--- config.mk ---
export PLATFORM = sky130hd
export DESIGN_NAME = soft_knee_peak_compressor_top
export DESIGN_NICKNAME = d
export VERILOG_FILES = /design/src/rtl/core/skpc_pkg.sv /design/src/rtl/core/skpc_regs.sv /design/src/rtl/core/skpc_dp.sv /design/src/rtl/core/skpc_ctrl.sv /design/src/rtl/core/soft_knee_peak_compressor_top.sv
export SDC_FILE = /design/constraint.sdc
export NUM_CORES = 2
export LEC_CHECK = 0
export BUFFER_PORTS_ARGS = -buffer_cell sky130_fd_sc_hd__buf_4
export CORE_ASPECT_RATIO = 0.75
export CORE_MARGIN = 8
export CORE_UTILIZATION = 55
export DETAILED_ROUTE_END_ITERATION = 7
export GPL_TIMING_DRIVEN = 1
export PLACE_DENSITY = 0.78
export SETUP_SLACK_MARGIN = 0.3
export SYNTH_ARGS = -nofsm -noshare
export SYNTH_HDL_FRONTEND = slang
export SYNTH_SLANG_ARGS = --single-unit
--- constraint.sdc ---
create_clock -name clk -period 14.1 [get_ports clk]
set_clock_uncertainty 0.1 [all_clocks]
set_input_delay 2.115 -clock clk [delete_from_list [all_inputs] [get_ports clk]]
set_output_delay 2.115 -clock clk [all_outputs]
set_load 0.01 [all_outputs]
--- src/rtl/core/skpc_pkg.sv ---
// Shared types, constants and tables of the soft-knee peak compressor.
// Used by every module of the block; depends on nothing.
package skpc_pkg;

	// Sample width and derived widths.
	localparam int SAMPLE_BITS = 24;
	localparam int NORM_W      = 32;
	localparam int SHIFT_W     = $clog2(SAMPLE_BITS);
	localparam int NEG_W       = SHIFT_W + 16;
	localparam int OUT_PROD_W  = SAMPLE_BITS + 31;
	localparam int YM_W        = OUT_PROD_W - 29;

	// Iteration counts of the sequenced loops.
	localparam int SQ_STEPS   = 16;
	localparam int DIV_Q_BITS = 17;
	localparam int EXP_STEPS  = 16;

	// Fixed-point constants.
	localparam logic [15:0] FLOOR_DB_Q8         = 16'd24576;
	localparam logic [31:0] DB_PER_OCTAVE_Q16   = 32'd394566;
	localparam logic [31:0] LOG2_10_OVER_20_Q16 = 32'd10885;
	localparam logic [30:0] ONE_Q30             = 31'h4000_0000;
	localparam logic [14:0] UNITY_RATIO         = 15'd256;

	// Register reset values.
	localparam logic signed [15:0] THRESHOLD_RST = -16'sd5120;
	localparam logic [14:0]        RATIO_RST     = 15'd1024;
	localparam logic [13:0]        KNEE_RST      = 14'd1536;
	localparam logic [15:0]        ATTACK_RST    = 16'd65000;
	localparam logic [15:0]        RELEASE_RST   = 16'd65500;

	// Configuration register indexes.
	typedef enum logic [2:0] {
		REG_THRESHOLD = 3'd0,
		REG_RATIO     = 3'd1,
		REG_KNEE      = 3'd2,
		REG_ATTACK    = 3'd3,
		REG_RELEASE   = 3'd4
	} reg_idx_t;

	typedef struct packed {
		logic signed [15:0] threshold_db;
		logic [14:0]        ratio;
		logic [13:0]        knee_width_db;
		logic [15:0]        attack_coef;
		logic [15:0]        release_coef;
	} cfg_t;

	// Datapath operations issued by the controller.
	typedef enum logic [4:0] {
		OP_NONE,
		OP_LOAD,
		OP_NORM,
		OP_SQ,
		OP_LVL_MUL,
		OP_LVL,
		OP_REGION,
		OP_A_MUL,
		OP_A_LOAD,
		OP_K_MUL1,
		OP_K_MUL2,
		OP_K_MUL3,
		OP_K_LOAD,
		OP_DIV,
		OP_CHG,
		OP_SM1,
		OP_SM2,
		OP_SM3,
		OP_EXP_MUL,
		OP_EXP_INIT,
		OP_EXP_STEP,
		OP_EXP_SHIFT,
		OP_OUT_MUL,
		OP_OUT
	} dp_op_t;

	typedef enum logic [1:0] {
		RGN_NONE,
		RGN_KNEE,
		RGN_ABOVE
	} region_t;

	typedef struct packed {
		dp_op_t     op;
		logic [3:0] idx;
	} dp_cmd_t;

	typedef struct packed {
		logic    mag_zero;
		logic    y_msb;
		region_t region;
	} dp_status_t;

	typedef enum logic [4:0] {
		ST_IDLE,
		ST_NORM,
		ST_SQ,
		ST_LVL_MUL,
		ST_LVL,
		ST_REGION,
		ST_A_MUL,
		ST_A_LOAD,
		ST_K_MUL1,
		ST_K_MUL2,
		ST_K_MUL3,
		ST_K_LOAD,
		ST_DIV,
		ST_CHG,
		ST_SM1,
		ST_SM2,
		ST_SM3,
		ST_EXP_MUL,
		ST_EXP_INIT,
		ST_EXP_STEP,
		ST_EXP_SHIFT,
		ST_OUT_MUL,
		ST_OUT
	} ctrl_state_t;

	// 2^-(2^-(k+1)) in Q.30 for k = 0..15.
	function automatic logic [29:0] exp2_neg(input logic [3:0] k);
		logic [29:0] v;
		unique case (k)
			4'd0:  v = 30'd759250125;
			4'd1:  v = 30'd902905651;
			4'd2:  v = 30'd984625594;
			4'd3:  v = 30'd1028218693;
			4'd4:  v = 30'd1050733751;
			4'd5:  v = 30'd1062175490;
			4'd6:  v = 30'd1067943000;
			4'd7:  v = 30'd1070838487;
			4'd8:  v = 30'd1072289173;
			4'd9:  v = 30'd1073015252;
			4'd10: v = 30'd1073378476;
			4'd11: v = 30'd1073560135;
			4'd12: v = 30'd1073650975;
			4'd13: v = 30'd1073696399;
			4'd14: v = 30'd1073719111;
			4'd15: v = 30'd1073730467;
		endcase
		return v;
	endfunction

endpackage

--- src/rtl/core/skpc_regs.sv ---
// Configuration register file of the compressor.
// Depends on skpc_pkg for the register indexes and the cfg_t struct.
module skpc_regs (
	input  logic                clk,
	input  logic                arst_n,
	input  logic                cfg_valid,
	output logic                cfg_ready,
	input  logic [2:0]          cfg_index,
	input  logic [15:0]         cfg_data,
	output skpc_pkg::cfg_t      cfg
);

	skpc_pkg::cfg_t cfg_q;

	// Writes are always taken; indexes beyond the list are dropped.
	assign cfg_ready = 1'b1;
	assign cfg = cfg_q;

	// Register update on each write transfer.
	always_ff @(posedge clk or negedge arst_n) begin
		if (!arst_n) begin
			cfg_q.threshold_db  <= skpc_pkg::THRESHOLD_RST;
			cfg_q.ratio         <= skpc_pkg::RATIO_RST;
			cfg_q.knee_width_db <= skpc_pkg::KNEE_RST;
			cfg_q.attack_coef   <= skpc_pkg::ATTACK_RST;
			cfg_q.release_coef  <= skpc_pkg::RELEASE_RST;
		end else if (cfg_valid) begin
			case (skpc_pkg::reg_idx_t'(cfg_index))
				skpc_pkg::REG_THRESHOLD: cfg_q.threshold_db  <= cfg_data;
				skpc_pkg::REG_RATIO:     cfg_q.ratio         <= cfg_data[14:0];
				skpc_pkg::REG_KNEE:      cfg_q.knee_width_db <= cfg_data[13:0];
				skpc_pkg::REG_ATTACK:    cfg_q.attack_coef   <= cfg_data;
				skpc_pkg::REG_RELEASE:   cfg_q.release_coef  <= cfg_data;
				default: begin
				end
			endcase
		end
	end

endmodule

--- src/rtl/core/skpc_dp.sv ---
// Datapath of the compressor: level detector, gain computer, divider,
// smoother, exponent unit and output scaling around one shared multiplier.
// Depends on skpc_pkg; driven by commands from skpc_ctrl.
module skpc_dp (
	input  logic                                    clk,
	input  logic                                    arst_n,
	input  skpc_pkg::dp_cmd_t                       cmd,
	input  skpc_pkg::cfg_t                          cfg,
	input  logic signed [skpc_pkg::SAMPLE_BITS-1:0] sample_in,
	output skpc_pkg::dp_status_t                    status,
	output logic signed [skpc_pkg::SAMPLE_BITS-1:0] sample_out,
	output logic signed [15:0]                      gain_db
);

	localparam int SB = skpc_pkg::SAMPLE_BITS;
	localparam int OUT_PROD_W_P1 = skpc_pkg::OUT_PROD_W + 1;

	// Working registers.
	logic                          sign_q;
	logic [SB-1:0]                 mag_q;
	logic [skpc_pkg::NORM_W-1:0]   y_q;
	logic [skpc_pkg::SHIFT_W-1:0]  shift_q;
	logic [15:0]                   frac_q;
	logic [63:0]                   prod_q;
	logic signed [15:0]            lvl_q;
	logic signed [17:0]            d_q;
	logic [14:0]                   v_q;
	logic [14:0]                   rm_q;
	logic [14:0]                   rr_q;
	skpc_pkg::region_t             region_q;
	logic [45:0]                   num_q;
	logic [32:0]                   rem_q;
	logic [32:0]                   den_q;
	logic [16:0]                   lo_q;
	logic signed [15:0]            chg_q;
	logic [15:0]                   a_q;
	logic [32:0]                   acc_q;
	logic signed [15:0]            gain_q;
	logic [16:0]                   gmag_q;
	logic [20:0]                   e_q;
	logic [30:0]                   lin_q;
	logic signed [SB-1:0]          sample_out_q;
	logic signed [15:0]            gain_db_q;

	// Combinational helpers.
	logic [SB-1:0]                 mag_in;
	logic [skpc_pkg::NEG_W-1:0]    neg_c;
	logic [14:0]                   r_eff;
	logic signed [17:0]            d_c;
	logic signed [18:0]            two_d;
	logic signed [18:0]            w_s;
	logic [18:0]                   v_c;
	skpc_pkg::region_t             region_c;
	logic [31:0]                   mul_a;
	logic [31:0]                   mul_b;
	logic [63:0]                   mul_p;
	logic [15:0]                   a_sel;
	logic [16:0]                   a_inv;
	logic [15:0]                   neg_chg;
	logic [15:0]                   neg_gain;
	logic [40:0]                   lvl_sum;
	logic [16:0]                   lvl_mag;
	logic [45:0]                   num_a;
	logic [45:0]                   num_k;
	logic [33:0]                   div_t;
	logic                          div_ge;
	logic [33:0]                   sm_sum;
	logic [17:0]                   sm_mag;
	logic [16:0]                   sm_mag_c;
	logic [29:0]                   e_sum;
	logic [15:0]                   e_frac;
	logic [4:0]                    e_ip;
	logic [60:0]                   exp_sum;
	logic [OUT_PROD_W_P1-1:0]      ym_sum;
	logic [skpc_pkg::YM_W-1:0]     ym;

	// Magnitude of the incoming sample and the octave count minus fraction.
	assign mag_in = sample_in[SB-1] ? SB'(-sample_in) : SB'(sample_in);
	assign neg_c  = {shift_q, 16'd0} - {{skpc_pkg::SHIFT_W{1'b0}}, frac_q};

	// Gain computer region from the level and the threshold.
	assign r_eff    = (cfg.ratio < skpc_pkg::UNITY_RATIO) ? skpc_pkg::UNITY_RATIO : cfg.ratio;
	assign d_c      = {{2{lvl_q[15]}}, lvl_q} - {{2{cfg.threshold_db[15]}}, cfg.threshold_db};
	assign two_d    = {d_c, 1'b0};
	assign w_s      = $signed({5'd0, cfg.knee_width_db});
	assign v_c      = 19'(two_d + w_s);

	always_comb begin
		if (two_d > w_s) begin
			region_c = skpc_pkg::RGN_ABOVE;
		end else if (two_d > -w_s) begin
			region_c = skpc_pkg::RGN_KNEE;
		end else begin
			region_c = skpc_pkg::RGN_NONE;
		end
	end

	// Smoother coefficient: attack when the change goes below the held gain.
	assign a_sel    = (chg_q < gain_q) ? cfg.attack_coef : cfg.release_coef;
	assign a_inv    = 17'h1_0000 - {1'b0, a_sel};
	assign neg_chg  = 16'(-chg_q);
	assign neg_gain = 16'(-gain_q);

	// Shared multiplier operand selection.
	always_comb begin
		mul_a = 32'd0;
		mul_b = 32'd0;
		case (cmd.op)
			skpc_pkg::OP_SQ: begin
				mul_a = y_q;
				mul_b = y_q;
			end
			skpc_pkg::OP_LVL_MUL: begin
				mul_a = 32'(neg_c);
				mul_b = skpc_pkg::DB_PER_OCTAVE_Q16;
			end
			skpc_pkg::OP_A_MUL: begin
				mul_a = 32'(d_q[16:0]);
				mul_b = 32'(rm_q);
			end
			skpc_pkg::OP_K_MUL1: begin
				mul_a = 32'(rm_q);
				mul_b = 32'(v_q);
			end
			skpc_pkg::OP_K_MUL2: begin
				mul_a = 32'(prod_q[29:0]);
				mul_b = 32'(v_q);
			end
			skpc_pkg::OP_K_MUL3: begin
				mul_a = 32'(rr_q);
				mul_b = 32'(cfg.knee_width_db);
			end
			skpc_pkg::OP_SM1: begin
				mul_a = 32'(a_inv);
				mul_b = 32'(neg_chg);
			end
			skpc_pkg::OP_SM2: begin
				mul_a = 32'(a_q);
				mul_b = 32'(neg_gain);
			end
			skpc_pkg::OP_EXP_MUL: begin
				mul_a = 32'(gmag_q);
				mul_b = skpc_pkg::LOG2_10_OVER_20_Q16;
			end
			skpc_pkg::OP_EXP_STEP: begin
				mul_a = 32'(lin_q);
				mul_b = 32'(skpc_pkg::exp2_neg(cmd.idx));
			end
			skpc_pkg::OP_OUT_MUL: begin
				mul_a = 32'(mag_q);
				mul_b = 32'(lin_q);
			end
			default: begin
			end
		endcase
	end

	assign mul_p = mul_a * mul_b;

	// Level rounding, divider step, smoother rounding, exponent and output rounding.
	assign lvl_sum  = prod_q[40:0] + 41'h80_0000;
	assign lvl_mag  = lvl_sum[40:24];
	assign num_a    = {13'd0, prod_q[32:0]} + {32'd0, rr_q[14:1]};
	assign num_k    = num_q + {15'd0, prod_q[28:0], 2'b00};
	assign div_t    = {rem_q, lo_q[16]};
	assign div_ge   = div_t >= {1'b0, den_q};
	assign sm_sum   = {1'b0, acc_q} + {1'b0, prod_q[32:0]} + 34'd32768;
	assign sm_mag   = sm_sum[33:16];
	assign sm_mag_c = (sm_mag > 18'd32768) ? 17'd32768 : sm_mag[16:0];
	assign e_sum    = {1'b0, prod_q[28:0]} + 30'd128;
	assign e_frac   = e_q[15:0];
	assign e_ip     = e_q[20:16];
	assign exp_sum  = mul_p[60:0] + 61'h2000_0000;
	assign ym_sum   = {1'b0, prod_q[skpc_pkg::OUT_PROD_W-1:0]} + OUT_PROD_W_P1'(32'h2000_0000);
	assign ym       = ym_sum[skpc_pkg::OUT_PROD_W:30];

	// Smoothed gain is the only state that survives between samples.
	always_ff @(posedge clk or negedge arst_n) begin
		if (!arst_n) begin
			gain_q <= 16'sd0;
		end else if (cmd.op == skpc_pkg::OP_SM3) begin
			gain_q <= 16'(18'd0 - {1'b0, sm_mag_c});
		end
	end

	// Working registers, written by the operation of the cycle.
	always_ff @(posedge clk) begin
		case (cmd.op)
			skpc_pkg::OP_LOAD: begin
				sign_q  <= sample_in[SB-1];
				mag_q   <= mag_in;
				y_q     <= skpc_pkg::NORM_W'(mag_in) << (skpc_pkg::NORM_W - SB);
				shift_q <= '0;
				frac_q  <= '0;
			end
			skpc_pkg::OP_NORM: begin
				y_q     <= {y_q[skpc_pkg::NORM_W-2:0], 1'b0};
				shift_q <= shift_q + 1'b1;
			end
			skpc_pkg::OP_SQ: begin
				if (mul_p[63]) begin
					y_q    <= mul_p[63:32];
					frac_q <= {frac_q[14:0], 1'b1};
				end else begin
					y_q    <= mul_p[62:31];
					frac_q <= {frac_q[14:0], 1'b0};
				end
			end
			skpc_pkg::OP_LVL_MUL: begin
				prod_q <= mul_p;
			end
			skpc_pkg::OP_LVL: begin
				if (mag_q == '0 || lvl_mag > 17'(skpc_pkg::FLOOR_DB_Q8)) begin
					lvl_q <= 16'(17'd0 - 17'(skpc_pkg::FLOOR_DB_Q8));
				end else begin
					lvl_q <= 16'(17'd0 - lvl_mag);
				end
			end
			skpc_pkg::OP_REGION: begin
				d_q      <= d_c;
				v_q      <= v_c[14:0];
				rm_q     <= r_eff - skpc_pkg::UNITY_RATIO;
				rr_q     <= r_eff;
				region_q <= region_c;
			end
			skpc_pkg::OP_A_MUL, skpc_pkg::OP_K_MUL1, skpc_pkg::OP_K_MUL2: begin
				prod_q <= mul_p;
			end
			skpc_pkg::OP_K_MUL3: begin
				num_q  <= prod_q[45:0];
				prod_q <= mul_p;
			end
			skpc_pkg::OP_A_LOAD: begin
				rem_q <= {4'd0, num_a[45:17]};
				lo_q  <= num_a[16:0];
				den_q <= {18'd0, rr_q};
			end
			skpc_pkg::OP_K_LOAD: begin
				rem_q <= {4'd0, num_k[45:17]};
				lo_q  <= num_k[16:0];
				den_q <= {1'b0, prod_q[28:0], 3'b000};
			end
			skpc_pkg::OP_DIV: begin
				rem_q <= div_ge ? 33'(div_t - {1'b0, den_q}) : div_t[32:0];
				lo_q  <= {lo_q[15:0], div_ge};
			end
			skpc_pkg::OP_CHG: begin
				chg_q <= (region_q == skpc_pkg::RGN_NONE) ? 16'sd0 : 16'(17'd0 - lo_q);
			end
			skpc_pkg::OP_SM1: begin
				a_q    <= a_sel;
				prod_q <= mul_p;
			end
			skpc_pkg::OP_SM2: begin
				acc_q  <= prod_q[32:0];
				prod_q <= mul_p;
			end
			skpc_pkg::OP_SM3: begin
				gmag_q <= sm_mag_c;
			end
			skpc_pkg::OP_EXP_MUL: begin
				prod_q <= mul_p;
			end
			skpc_pkg::OP_EXP_INIT: begin
				e_q   <= e_sum[28:8];
				lin_q <= skpc_pkg::ONE_Q30;
			end
			skpc_pkg::OP_EXP_STEP: begin
				if (e_frac[~cmd.idx]) begin
					lin_q <= exp_sum[60:30];
				end
			end
			skpc_pkg::OP_EXP_SHIFT: begin
				lin_q <= (e_ip == 5'd31) ? 31'd0 : (lin_q >> e_ip);
			end
			skpc_pkg::OP_OUT_MUL: begin
				prod_q <= mul_p;
			end
			skpc_pkg::OP_OUT: begin
				gain_db_q <= gain_q;
				if (!sign_q) begin
					if (ym > skpc_pkg::YM_W'({(SB-1){1'b1}})) begin
						sample_out_q <= {1'b0, {(SB-1){1'b1}}};
					end else begin
						sample_out_q <= ym[SB-1:0];
					end
				end else begin
					if (ym > (skpc_pkg::YM_W'(1) << (SB-1))) begin
						sample_out_q <= {1'b1, {(SB-1){1'b0}}};
					end else begin
						sample_out_q <= SB'(~ym[SB-1:0] + SB'(1));
					end
				end
			end
			default: begin
			end
		endcase
	end

	// Status back to the controller.
	assign status.mag_zero = (mag_q == '0);
	assign status.y_msb    = y_q[skpc_pkg::NORM_W-1];
	assign status.region   = region_c;

	assign sample_out = sample_out_q;
	assign gain_db    = gain_db_q;

endmodule

--- src/rtl/core/skpc_ctrl.sv ---
// Controller of the compressor: sequences the datapath per sample and owns
// the handshakes of both channels. Depends on skpc_pkg.
module skpc_ctrl (
	input  logic                 clk,
	input  logic                 arst_n,
	input  logic                 in_valid,
	output logic                 in_ready,
	output logic                 out_valid,
	input  logic                 out_ready,
	input  skpc_pkg::dp_status_t status,
	output skpc_pkg::dp_cmd_t    cmd
);

	skpc_pkg::ctrl_state_t state_q;
	skpc_pkg::ctrl_state_t state_d;
	logic [4:0]            step_q;
	logic                  out_valid_q;
	logic                  out_free;
	logic                  out_load;

	// The output register can take a result when empty or being drained.
	assign out_free = !out_valid_q || out_ready;

	// Next state.
	always_comb begin
		state_d = state_q;
		unique case (state_q)
			skpc_pkg::ST_IDLE: if (in_valid) state_d = skpc_pkg::ST_NORM;
			skpc_pkg::ST_NORM: begin
				if (status.mag_zero) begin
					state_d = skpc_pkg::ST_LVL;
				end else if (status.y_msb) begin
					state_d = skpc_pkg::ST_SQ;
				end
			end
			skpc_pkg::ST_SQ: begin
				if (step_q == 5'(skpc_pkg::SQ_STEPS - 1)) state_d = skpc_pkg::ST_LVL_MUL;
			end
			skpc_pkg::ST_LVL_MUL: state_d = skpc_pkg::ST_LVL;
			skpc_pkg::ST_LVL:     state_d = skpc_pkg::ST_REGION;
			skpc_pkg::ST_REGION: begin
				unique case (status.region)
					skpc_pkg::RGN_ABOVE: state_d = skpc_pkg::ST_A_MUL;
					skpc_pkg::RGN_KNEE:  state_d = skpc_pkg::ST_K_MUL1;
					default:             state_d = skpc_pkg::ST_CHG;
				endcase
			end
			skpc_pkg::ST_A_MUL:  state_d = skpc_pkg::ST_A_LOAD;
			skpc_pkg::ST_A_LOAD: state_d = skpc_pkg::ST_DIV;
			skpc_pkg::ST_K_MUL1: state_d = skpc_pkg::ST_K_MUL2;
			skpc_pkg::ST_K_MUL2: state_d = skpc_pkg::ST_K_MUL3;
			skpc_pkg::ST_K_MUL3: state_d = skpc_pkg::ST_K_LOAD;
			skpc_pkg::ST_K_LOAD: state_d = skpc_pkg::ST_DIV;
			skpc_pkg::ST_DIV: begin
				if (step_q == 5'(skpc_pkg::DIV_Q_BITS - 1)) state_d = skpc_pkg::ST_CHG;
			end
			skpc_pkg::ST_CHG:      state_d = skpc_pkg::ST_SM1;
			skpc_pkg::ST_SM1:      state_d = skpc_pkg::ST_SM2;
			skpc_pkg::ST_SM2:      state_d = skpc_pkg::ST_SM3;
			skpc_pkg::ST_SM3:      state_d = skpc_pkg::ST_EXP_MUL;
			skpc_pkg::ST_EXP_MUL:  state_d = skpc_pkg::ST_EXP_INIT;
			skpc_pkg::ST_EXP_INIT: state_d = skpc_pkg::ST_EXP_STEP;
			skpc_pkg::ST_EXP_STEP: begin
				if (step_q == 5'(skpc_pkg::EXP_STEPS - 1)) state_d = skpc_pkg::ST_EXP_SHIFT;
			end
			skpc_pkg::ST_EXP_SHIFT: state_d = skpc_pkg::ST_OUT_MUL;
			skpc_pkg::ST_OUT_MUL:   state_d = skpc_pkg::ST_OUT;
			skpc_pkg::ST_OUT:       if (out_free) state_d = skpc_pkg::ST_IDLE;
			default:                state_d = skpc_pkg::ST_IDLE;
		endcase
	end

	// Commands to the datapath and handshake outputs.
	always_comb begin
		cmd.op   = skpc_pkg::OP_NONE;
		cmd.idx  = step_q[3:0];
		in_ready = 1'b0;
		out_load = 1'b0;
		unique case (state_q)
			skpc_pkg::ST_IDLE: begin
				in_ready = 1'b1;
				if (in_valid) cmd.op = skpc_pkg::OP_LOAD;
			end
			skpc_pkg::ST_NORM: begin
				if (!status.mag_zero && !status.y_msb) cmd.op = skpc_pkg::OP_NORM;
			end
			skpc_pkg::ST_SQ:        cmd.op = skpc_pkg::OP_SQ;
			skpc_pkg::ST_LVL_MUL:   cmd.op = skpc_pkg::OP_LVL_MUL;
			skpc_pkg::ST_LVL:       cmd.op = skpc_pkg::OP_LVL;
			skpc_pkg::ST_REGION:    cmd.op = skpc_pkg::OP_REGION;
			skpc_pkg::ST_A_MUL:     cmd.op = skpc_pkg::OP_A_MUL;
			skpc_pkg::ST_A_LOAD:    cmd.op = skpc_pkg::OP_A_LOAD;
			skpc_pkg::ST_K_MUL1:    cmd.op = skpc_pkg::OP_K_MUL1;
			skpc_pkg::ST_K_MUL2:    cmd.op = skpc_pkg::OP_K_MUL2;
			skpc_pkg::ST_K_MUL3:    cmd.op = skpc_pkg::OP_K_MUL3;
			skpc_pkg::ST_K_LOAD:    cmd.op = skpc_pkg::OP_K_LOAD;
			skpc_pkg::ST_DIV:       cmd.op = skpc_pkg::OP_DIV;
			skpc_pkg::ST_CHG:       cmd.op = skpc_pkg::OP_CHG;
			skpc_pkg::ST_SM1:       cmd.op = skpc_pkg::OP_SM1;
			skpc_pkg::ST_SM2:       cmd.op = skpc_pkg::OP_SM2;
			skpc_pkg::ST_SM3:       cmd.op = skpc_pkg::OP_SM3;
			skpc_pkg::ST_EXP_MUL:   cmd.op = skpc_pkg::OP_EXP_MUL;
			skpc_pkg::ST_EXP_INIT:  cmd.op = skpc_pkg::OP_EXP_INIT;
			skpc_pkg::ST_EXP_STEP:  cmd.op = skpc_pkg::OP_EXP_STEP;
			skpc_pkg::ST_EXP_SHIFT: cmd.op = skpc_pkg::OP_EXP_SHIFT;
			skpc_pkg::ST_OUT_MUL:   cmd.op = skpc_pkg::OP_OUT_MUL;
			skpc_pkg::ST_OUT: begin
				if (out_free) begin
					cmd.op   = skpc_pkg::OP_OUT;
					out_load = 1'b1;
				end
			end
			default: begin
			end
		endcase
	end

	// State, loop counter and output valid flag.
	always_ff @(posedge clk or negedge arst_n) begin
		if (!arst_n) begin
			state_q     <= skpc_pkg::ST_IDLE;
			step_q      <= '0;
			out_valid_q <= 1'b0;
		end else begin
			state_q <= state_d;
			step_q  <= (state_q == state_d) ? step_q + 1'b1 : 5'd0;
			if (out_load) begin
				out_valid_q <= 1'b1;
			end else if (out_ready) begin
				out_valid_q <= 1'b0;
			end
		end
	end

	assign out_valid = out_valid_q;

endmodule

--- src/rtl/core/soft_knee_peak_compressor_top.sv ---
// Soft-knee peak compressor, one sample in and one sample out. Each transfer
// on the input is processed alone by a sequenced datapath around one shared
// 32x32 multiplier: the path from the input transfer to the result in the
// output register runs through the leading-zero shift (one bit per cycle),
// 16 squaring steps of the log, a 17-step restoring divider in the gain
// computer (skipped below the knee) and 16 steps of the exponent. A new
// sample is taken once the previous result is loaded into the output
// register, which may still wait for its consumer. Configuration writes
// are accepted in every cycle and belong to idle periods.
module soft_knee_peak_compressor_top (
	input  logic                                    clk,
	input  logic                                    arst_n,
	input  logic                                    in_valid,
	output logic                                    in_ready,
	input  logic signed [skpc_pkg::SAMPLE_BITS-1:0] sample_in,
	output logic                                    out_valid,
	input  logic                                    out_ready,
	output logic signed [skpc_pkg::SAMPLE_BITS-1:0] sample_out,
	output logic signed [15:0]                      gain_db,
	input  logic                                    cfg_valid,
	output logic                                    cfg_ready,
	input  logic [2:0]                              cfg_index,
	input  logic [15:0]                             cfg_data
);

	skpc_pkg::cfg_t       cfg;
	skpc_pkg::dp_cmd_t    cmd;
	skpc_pkg::dp_status_t status;

	// Configuration registers.
	skpc_regs u_regs (
		.clk       (clk),
		.arst_n    (arst_n),
		.cfg_valid (cfg_valid),
		.cfg_ready (cfg_ready),
		.cfg_index (cfg_index),
		.cfg_data  (cfg_data),
		.cfg       (cfg)
	);

	// Sequencer.
	skpc_ctrl u_ctrl (
		.clk       (clk),
		.arst_n    (arst_n),
		.in_valid  (in_valid),
		.in_ready  (in_ready),
		.out_valid (out_valid),
		.out_ready (out_ready),
		.status    (status),
		.cmd       (cmd)
	);

	// Arithmetic.
	skpc_dp u_dp (
		.clk        (clk),
		.arst_n     (arst_n),
		.cmd        (cmd),
		.cfg        (cfg),
		.sample_in  (sample_in),
		.status     (status),
		.sample_out (sample_out),
		.gain_db    (gain_db)
	);

endmodule

==> reports/qor.txt <==
Synth area leaders: fa_1 (24%), edfxtp_1 (21%), ha_1 (8.5%), inv_1 (6.2%), nand2_1 (5.2%)
Most common cell after layout, fill and taps aside: inv_1
Most Frequent Cell on Critical Path: fa_1
P&R area growth vs syn: 8.72%
YS warnings: 0
Total track usage: 39.5%
CP max stage cell: a21oi_4
Via density: 6.47
Max transition margin: 9.62%
Die Span X: 440 um
Largest net degree at the start of global routing: 73
Vias in the first global route: 62200
Area of the core: 134000 um2
Synth top area share: 24.4%
H-Tree Depth: 2
Overflow after GRT: 0
Max_cap viols: 0
CTS clk-pin slew, worst paths: 0.07 ns
R2R depth: 45
Main synth FF type: edfxtp_1
RePlAce Congestion: 1.12
Crit path DAT: 13.70 ns
Clock Root Buffer: clkbuf_16
Met3 Resource Use GR: 18.3%
Setup WS pre-CTS: -0.138 ns
Post-Syn Area: 74100 um2
TritonRoute pass-1 iters: 8
Post-CTS setup repair buffer count: 0
Post-synth cell types: 110
Clk buf depth: 3
Highest-count cells in the layout ignoring fill and taps: inv_1 (1219), nand2_1 (1020), fa_1 (902), nor2_1 (758), edfxtp_1 (507)
Hold WC Path Type: flop to flop
Core Rows: 116
Dominant cell type by area after synthesis: fa_1
Initial antenna violation count: 22
Worst-margin pin slew: 1.35 ns
First-pass GRT wire length: 427000 um
Die Y: 334 um
Overall routed net length: 296000 um
Met2 Usage GRT: 50.9%
Endpoints failing setup: 0
DRC: 0
Synth async-reset ratio: 17.0%
Final Cycle Share: 95.1%
Synth Net Count: 9462
Fill cells: 11500
WP data required: 14.40 ns
Share of the yosys chip area belonging to registers: 24.1%
Element type at the critical path end: flop
R2R setup slack: 0.82 ns
Nets: 9587
# clock sinks: 611
Final hold viol count: 0
Setup WS post-layout: 0.693 ns
Worst path max stage delay: 0.90 ns
Port Buffer Count: 89
Detail Route Antenna Nets: 0
Initial core utilization: 55.5%
Routed vias: 64400
Clock latency at the later pin of the worst-skew pair: 0.72 ns
Multi-input logic area: 50300 um2
DP HPWL: 238000 um
Hold Path Origin: u_regs.cfg[55]
Hold depth: 0
Min Tclk post-route: 13.41 ns
Cells after Synth: 8006
Status: finished clean
Crit path kind: input port to flop
Share of layout cells above drive strength 1: 10.1%
Startpoint class of the critical path: input port
Max Transition Viols Final: 0
Syn_area_per_cell: 9.25 um2
Met1 global-route usage: 57.7%
FF-to-FF End: u_dp.lin_q[27]
Critical Path Start: out_ready
FMAX: 74.6 MHz
FF-to-FF Start: u_dp.gain_q[10]
GR peak layer: met1
CTS buffer count: 57
Endpoint, Worst Hold: u_dp.rr_q[9]
Number of synthesized flops with an enable pin: 507
DRT iter0 DRCs: 9666
Register area: 17900 um2
Ports: 91
RSZ-0062 raised after global routing: false
Setup TNS: 0 ns
Cts hold-fix bufs: 0
Maximum fanout along the worst path: 50
CTS tree: done
Wire per inst: 29.7 um
Yosys reg bits: 611
Die area: 147000 um2
## metrics by stage
stage               utilization (%)  instance area, um2  hold slack [ns]  std cells
global route                   60.3               80500            0.394       9949
CTS                            60.3               80500            0.374       9949
global placement               58.9               78600            0.374       9842
finish                         60.3               80500            0.375       9966
floorplan                         -               74100            0.321       8006
detailed placement             58.9               78600            0.358       9842
## cells in the mapped netlist (all sizes together) (112+ instances only)
master / number
a21oi: 260
clkbuf: 297
edfxtp: 507
fa: 902
ha: 506
inv: 1222
nand2: 1020
nand3: 112
nor2: 768
o21ai: 292
xnor2: 245
xor2: 166
## sequential cells by signal, indices dropped and copies added, names as in the netlist, 21 cells and up
register and count:
u_dp.den_q 32, u_dp.mag_q 24, u_regs.cfg 77, u_dp.e_q 21, u_dp.acc_q 33, u_dp.rem_q 33
u_dp.lin_q 31, u_dp.sample_out 24, u_dp.prod_q 55, u_dp.y_q 32, u_dp.num_q 46
## what timing repair did
item / in CTS / in global routing
resized for setup: 0 / 7
endpoints found under the setup margin: 0 / 14
hold endpoints to repair: 0 / 0
## worst max-delay path by stage
stage | to | slack [ns]
CTS | u_dp.lin_q[30] | 0.64
finish | u_dp.lin_q[22] | 0.69
global route | u_dp.lin_q[27] | 0.43
floorplan | u_dp.lin_q[30] | 1.89
global placement | u_dp.lin_q[30] | -0.006
detailed placement | u_dp.lin_q[28] | -0.14
## metal layers
| layer | wire, um | up-vias |
|---|---|---|
| met3 | 52600 | 716 |
| li1 | - | 26800 |
| met5 | 183 | - |
| met2 | 111000 | 4930 |
| met4 | 13200 | 8 |
| met1 | 119000 | 32000 |
## area by class of cell
type,instances,share of cell area [%]
sequential,611,22.2
clock buffer,68,1.87
multi-input combinational,5764,62.4
antenna,17,0.0528
tap,1770,2.75
timing repair buffer,473,4.55
inverter,1224,5.70
clock inverter,39,0.447
## worst max-delay path, delay by kind of cell
kind            cells  cell delay [ns]
compound gates      7             2.64
xor+xnor            2             0.47
fa+ha+maj           9             4.50
buf+inv            11             1.21
simple gates       13             2.70
## kinds of logic after synthesis
| kind of cell | count (synthesis) | synth area share [%] |
|---|---|---|
| DFF | 611 | 24.1 |
| buffers and inverters | 1631 | 8.45 |
| muxes | 184 | 3.01 |
| adders and majority gates | 1408 | 32.9 |
| other | 2 | 0.0101 |
| xor gates and xnor gates | 411 | 4.87 |
| and+or+nand+nor | 2480 | 14.9 |
| AOI/OAI and AO/OA | 1279 | 11.7 |
Power is left out: the tool's default activity adds up to more than one toggle a clock period on the data nets, which glitch-free logic cannot reach.
